`src/design/tfc_pkg.sv`:
```
// Shared constants, types and CRC function for the telemetry frame checker.
package tfc_pkg;

    localparam int FRAME_BYTES = 22;
    localparam int CNT_W       = 6;

    localparam logic [CNT_W-1:0] COUNT_MAX    = {CNT_W{1'b1}};
    localparam logic [CNT_W-1:0] POS_SYNC0    = CNT_W'(0);
    localparam logic [CNT_W-1:0] POS_SYNC1    = CNT_W'(1);
    localparam logic [CNT_W-1:0] POS_VERSION  = CNT_W'(2);
    localparam logic [CNT_W-1:0] POS_CRC_LOW  = CNT_W'(FRAME_BYTES - 2);
    localparam logic [CNT_W-1:0] POS_CRC_HIGH = CNT_W'(FRAME_BYTES - 1);

    localparam logic [15:0] CRC_INIT    = 16'hFFFF;
    localparam logic [15:0] CRC_POLY    = 16'hA001;
    localparam logic [7:0]  SYNC_FIRST  = 8'h55;
    localparam logic [7:0]  SYNC_SECOND = 8'hAA;
    localparam logic [7:0]  VERSION_RST = 8'h01;

    typedef struct packed {
        logic [7:0] data_byte;
        logic       last_byte;
    } t_in_word;

    // Bytewise reflected CRC-16 update, eight shift steps unrolled
    function automatic logic [15:0] crc_update(input logic [15:0] crc, input logic [7:0] b);
        logic [15:0] c;
        c = crc ^ {8'h00, b};
        for (int k = 0; k < 8; k++) begin
            if (c[0]) begin
                c = (c >> 1) ^ CRC_POLY;
            end else begin
                c = c >> 1;
            end
        end
        return c;
    endfunction

endpackage

```
`src/design/tfc_check.sv`:
```
// Frame state, header and CRC check, and result register.
module tfc_check (
    input  logic              i_clk,
    input  logic              i_rst_n,
    input  logic [7:0]        i_version,
    input  logic              i_valid,
    input  tfc_pkg::t_in_word i_word,
    output logic              o_take,
    output logic              o_res_valid,
    output logic              o_res_ok,
    input  logic              i_res_ready
);

    logic [tfc_pkg::CNT_W-1:0] r_count;
    logic [tfc_pkg::CNT_W-1:0] n_count;
    logic [15:0]               r_crc;
    logic [15:0]               n_crc;
    logic                      r_hdr_err;
    logic                      n_hdr_err;
    logic [7:0]                r_crc_low;
    logic [7:0]                n_crc_low;
    logic                      r_crc_err;
    logic                      n_crc_err;
    logic                      r_res_valid;
    logic                      n_res_valid;
    logic                      r_res_ok;
    logic                      n_res_ok;
    logic                      out_free;
    logic                      step;
    logic                      frame_end;
    logic [7:0]                b;

    assign b         = i_word.data_byte;
    assign out_free  = !r_res_valid || i_res_ready;
    assign step      = i_valid && (!i_word.last_byte || out_free);
    assign frame_end = step && i_word.last_byte;
    assign o_take    = step;

    always_comb begin
        n_count   = r_count;
        n_crc     = r_crc;
        n_hdr_err = r_hdr_err;
        n_crc_low = r_crc_low;
        n_crc_err = r_crc_err;
        if (step) begin
            if (r_count == tfc_pkg::POS_SYNC0 && b != tfc_pkg::SYNC_FIRST) begin
                n_hdr_err = 1'b1;
            end
            if (r_count == tfc_pkg::POS_SYNC1 && b != tfc_pkg::SYNC_SECOND) begin
                n_hdr_err = 1'b1;
            end
            if (r_count == tfc_pkg::POS_VERSION && b != i_version) begin
                n_hdr_err = 1'b1;
            end
            if (r_count < tfc_pkg::POS_CRC_LOW) begin
                n_crc = tfc_pkg::crc_update(r_crc, b);
            end else if (r_count == tfc_pkg::POS_CRC_LOW) begin
                n_crc_low = b;
            end else if (r_count == tfc_pkg::POS_CRC_HIGH) begin
                if ({b, r_crc_low} != r_crc) begin
                    n_crc_err = 1'b1;
                end
            end
            if (r_count != tfc_pkg::COUNT_MAX) begin
                n_count = r_count + 1'b1;
            end
        end
    end

    always_comb begin
        n_res_valid = r_res_valid;
        n_res_ok    = r_res_ok;
        if (frame_end) begin
            n_res_valid = 1'b1;
            n_res_ok    = (r_count == tfc_pkg::POS_CRC_HIGH) && !n_hdr_err && !n_crc_err;
        end else if (i_res_ready) begin
            n_res_valid = 1'b0;
        end
    end

    always_ff @(posedge i_clk) begin
        if (!i_rst_n || frame_end) begin
            r_count   <= '0;
            r_crc     <= tfc_pkg::CRC_INIT;
            r_hdr_err <= 1'b0;
            r_crc_low <= '0;
            r_crc_err <= 1'b0;
        end else begin
            r_count   <= n_count;
            r_crc     <= n_crc;
            r_hdr_err <= n_hdr_err;
            r_crc_low <= n_crc_low;
            r_crc_err <= n_crc_err;
        end
    end

    always_ff @(posedge i_clk) begin
        if (!i_rst_n) begin
            r_res_valid <= 1'b0;
        end else begin
            r_res_valid <= n_res_valid;
        end
    end

    always_ff @(posedge i_clk) begin
        r_res_ok <= n_res_ok;
    end

    assign o_res_valid = r_res_valid;
    assign o_res_ok    = r_res_ok;

    a_restart: assert property (@(posedge i_clk) disable iff (!i_rst_n)
        frame_end |=> (r_count == '0 && r_crc == tfc_pkg::CRC_INIT && !r_hdr_err && !r_crc_err))
        else $error("frame state not restarted after last word");

    a_count_step: assert property (@(posedge i_clk) disable iff (!i_rst_n)
        (step && !i_word.last_byte && r_count != tfc_pkg::COUNT_MAX)
        |=> r_count == $past(r_count) + 1'b1)
        else $error("byte count did not advance");

    a_count_hold: assert property (@(posedge i_clk) disable iff (!i_rst_n)
        !step |=> $stable(r_count) && $stable(r_crc))
        else $error("frame state changed without a word");

    a_result_src: assert property (@(posedge i_clk) disable iff (!i_rst_n)
        $rose(r_res_valid) |-> $past(frame_end))
        else $error("result raised without a frame end");

    a_no_overwrite: assert property (@(posedge i_clk) disable iff (!i_rst_n)
        (r_res_valid && !i_res_ready) |-> !frame_end)
        else $error("pending result overwritten");

endmodule

```
`config.mk`:
```
export PLATFORM = sky130hd
export DESIGN_NAME = tfc_check
export DESIGN_NICKNAME = d
export VERILOG_FILES = /design/src/design/tfc_pkg.sv /design/src/design/tfc_check.sv
export SDC_FILE = /design/constraint.sdc
export NUM_CORES = 1
export LEC_CHECK = 0
export BUFFER_PORTS_ARGS = -buffer_cell sky130_fd_sc_hd__buf_2
export CAP_MARGIN = 20
export CORE_MARGIN = 1
export CORE_UTILIZATION = 38
export CTS_BUF_LIST = sky130_fd_sc_hd__clkbuf_16
export DETAILED_ROUTE_END_ITERATION = 8
export PLACE_DENSITY_LB_ADDON = 0.08
export SYNTH_ARGS = -nofsm -noshare
export SYNTH_HDL_FRONTEND = slang
export SYNTH_SLANG_ARGS = --single-unit
```
`constraint.sdc`:
```
create_clock -name i_clk -period 2.6 [get_ports i_clk]
set_clock_uncertainty 0.15 [all_clocks]
set_input_delay 0.52 -clock i_clk [delete_from_list [all_inputs] [get_ports i_clk]]
set_output_delay 0.52 -clock i_clk [all_outputs]
set_load 0.02 [all_outputs]
```
==> metrics.yaml <==
status: "finished, final reports clean"
synthCells: 211
syn_nets: 236
start_util: 0.405
cts_sinks: 34
route.vias.total: 1490
port_buffers: 23
postCtsSetupBuffers: 0
power.total_mw: 1.46
netlist_area_sq_um: 1960
synthAdderAreaFrac: 0.0255
synth_compound_area_frac: 0.0797
grt_max_degree: 27
yosysWarnings: 0
die_h_um: 73.9
ys_ff_latch: 34
crit_start: "i_word[2]"
ctsLongestPathBuffers: 2
antenna_left: 0
fmax_mhz: 487
ios: 24
endpoint_kind: "flip-flop"
fp-row-count: 25
ys_seq_area_frac: 0.352
grt_pass1_wl_mm: 6.95
cap_violations: 0
post_synth.cell_area_avg_sq_um: 9.30
fillers: 487
regArea_sq_um: 691
post-route-period-util: 0.790
synth_xor_area_frac: 0.248
cp.arrival_ns: 2.11
finalCriticalPeriod_ns: 2.05
hpwlAfterDp_mm: 3.33
clkTransAtPathRegs_ns: 0.05
finalSetupViolCount: 0
p_per_area_nw_per_um2: 639
hp-start: "r_hdr_err$_SDFF_PP0_"
grt.total_usage: 0.176
drt_iter0_drc: 39
critPathMaxFanout: 6
grt-ovfl-total: 0
synthTopCellsByArea: "dfxtp_1 34%, xnor2_1 19%, mux2i_1 7.1%, o211ai_1 3.8%, nor2_1 3.6%"
leakagePower_nw: 0.936
synth_edf_count: 1
antenna_cells: 0
synth_top_cells_by_count: "42 x xnor2_1, 33 x dfxtp_1, 19 x nor2_1"
dp_cells: 292
worstSetupPathType: "in2reg"
ir_drop_uv: 298
maxSlewViolCount: 0
first_pass_iters: 4
detail_route.wl_per_cell_um: 14.2
ys.flop_type: "dfxtp_1"
whs_ns: 0.316
multi_input_area_sq_um: 1170
synth_mux_area_frac: 0.0714
hold_path_class: "reg2reg"
dieArea_sq_um: 5460
cts_inserted_buffers: 5
ys_types: 35
cts_root_buf: "clkbuf_16"
cts_hold_buf: 0
clock_latency_ns: 0.27
finalWirelength_mm: 4.27
placedInstanceArea_sq_um: 2130
h-tree-depth: 2
drc: 0
worstMarginPinSlew_ns: 0.627
yosysTopAreaCell: "dfxtp_1"
first_global_vias: 1470
fin_cells: 301
synthArstFlopShare: 0
startpoint_type: "input port"
synth_top_family_by_area: "XOR/XNOR gates"
cts_resized: 0
synth_top_area_share: 0.337
synth_most_common_cell: "xnor2_1"
area_delta_synth_final_pct: 16.1
viasPerCell: 4.95
drive_above_1_share: 0.175
required_ns: 2.66
rsz0062_at_grt: "no"
stdcell_area_sq_um: 2280
finalSetupTns_ns: 0
gp_congestion: 0.760
cts_tree: "yes"
core_sq_um: 4850
final-hold-violation-count: 0
die_w_um: 73.9
antenna_found_initial: 0
num-nets-final: 258
slew_headroom: 0.582
reg2reg_from: "r_crc[1]$_SDFFE_PP1P_"
synthSimpleGateAreaFrac: 0.170
==> registers in the layout, summed over array words and instances, names as in the netlist <==
| register | cells |
|---|---|
| o_res_ok | 1 |
| o_res_valid | 1 |
| r_count | 6 |
| r_crc | 16 |
| r_crc_err | 1 |
| r_crc_low | 8 |
| r_hdr_err | 1 |
==> layout make-up <==
type / instances / area share
Clock buffer: 5 / 0.0549
Timing Repair Buffer: 30 / 0.0768
Inverter: 6 / 0.00988
Sequential cell: 34 / 0.303
Tap cell: 67 / 0.0368
Multi-Input combinational cell: 156 / 0.513
Clock inverter: 3 / 0.00549
==> placed cells by master, fill, tap and decap left out, drive strengths merged, types with 4 or more instances in the layout <==
cell,instances
buf,30
clkbuf,5
dfxtp,33
ha,4
inv,7
mux2i,14
nand2,18
nand4,7
nor2,19
nor3,4
o211ai,10
o21ai,7
or4bb,4
xnor2,44
==> kinds of logic (layout without fill, tap and decap cells) <==
kind of cell,after synthesis,after routing
flip-flops,34,34
AO/OA/AOI/OAI,24,24
XOR/XNOR,49,49
AND/OR/NAND/NOR,65,65
buffers and inverters,21,44
adder cells (fa/ha/maj),4,4
multiplexers,14,14
==> layer usage <==
metal	wire length, um	track usage	vias up
met5	0	0	-
met4	54	0.0620	0
met1	1860	0.202	696
met3	160	0.0425	6
met2	2200	0.316	29
li1	-	-	759
==> worst paths after layout <==
kind	slack, ns	to	cells after the start
setup / recovery	0.55	r_crc[0]$_SDFFE_PP1P_	6
hold / removal	0.32	r_hdr_err$_SDFF_PP0_	1
setup reg to reg	0.62	r_crc[0]$_SDFFE_PP1P_	5
hold reg to reg	0.32	r_hdr_err$_SDFF_PP0_	1
==> stage by stage <==
step	setup WS (ns)	util
after floorplan	0.399	-
after global placement	0.237	0.439
after detailed placement	0.251	0.439
after CTS	0.475	0.467
after global routing	0.443	0.470
final	0.545	0.470
==> power breakdown <==
part / switching [mW] / leakage (nW) / internal [mW]
sequential: 0.0318 / 0.279 / 0.554
combinational: 0.147 / 0.585 / 0.179
clock: 0.199 / 0.0724 / 0.345
total: 0.377 / 0.936 / 1.08
==> critical path: stages <==
cell     delay [ns]
buf_2          0.14
xnor2_1        0.30
xnor2_1        0.19
xnor3_2        0.51
xnor3_1        0.34
o21ai_1        0.11
No activity file was read; power rests on OpenSTA's default activity.
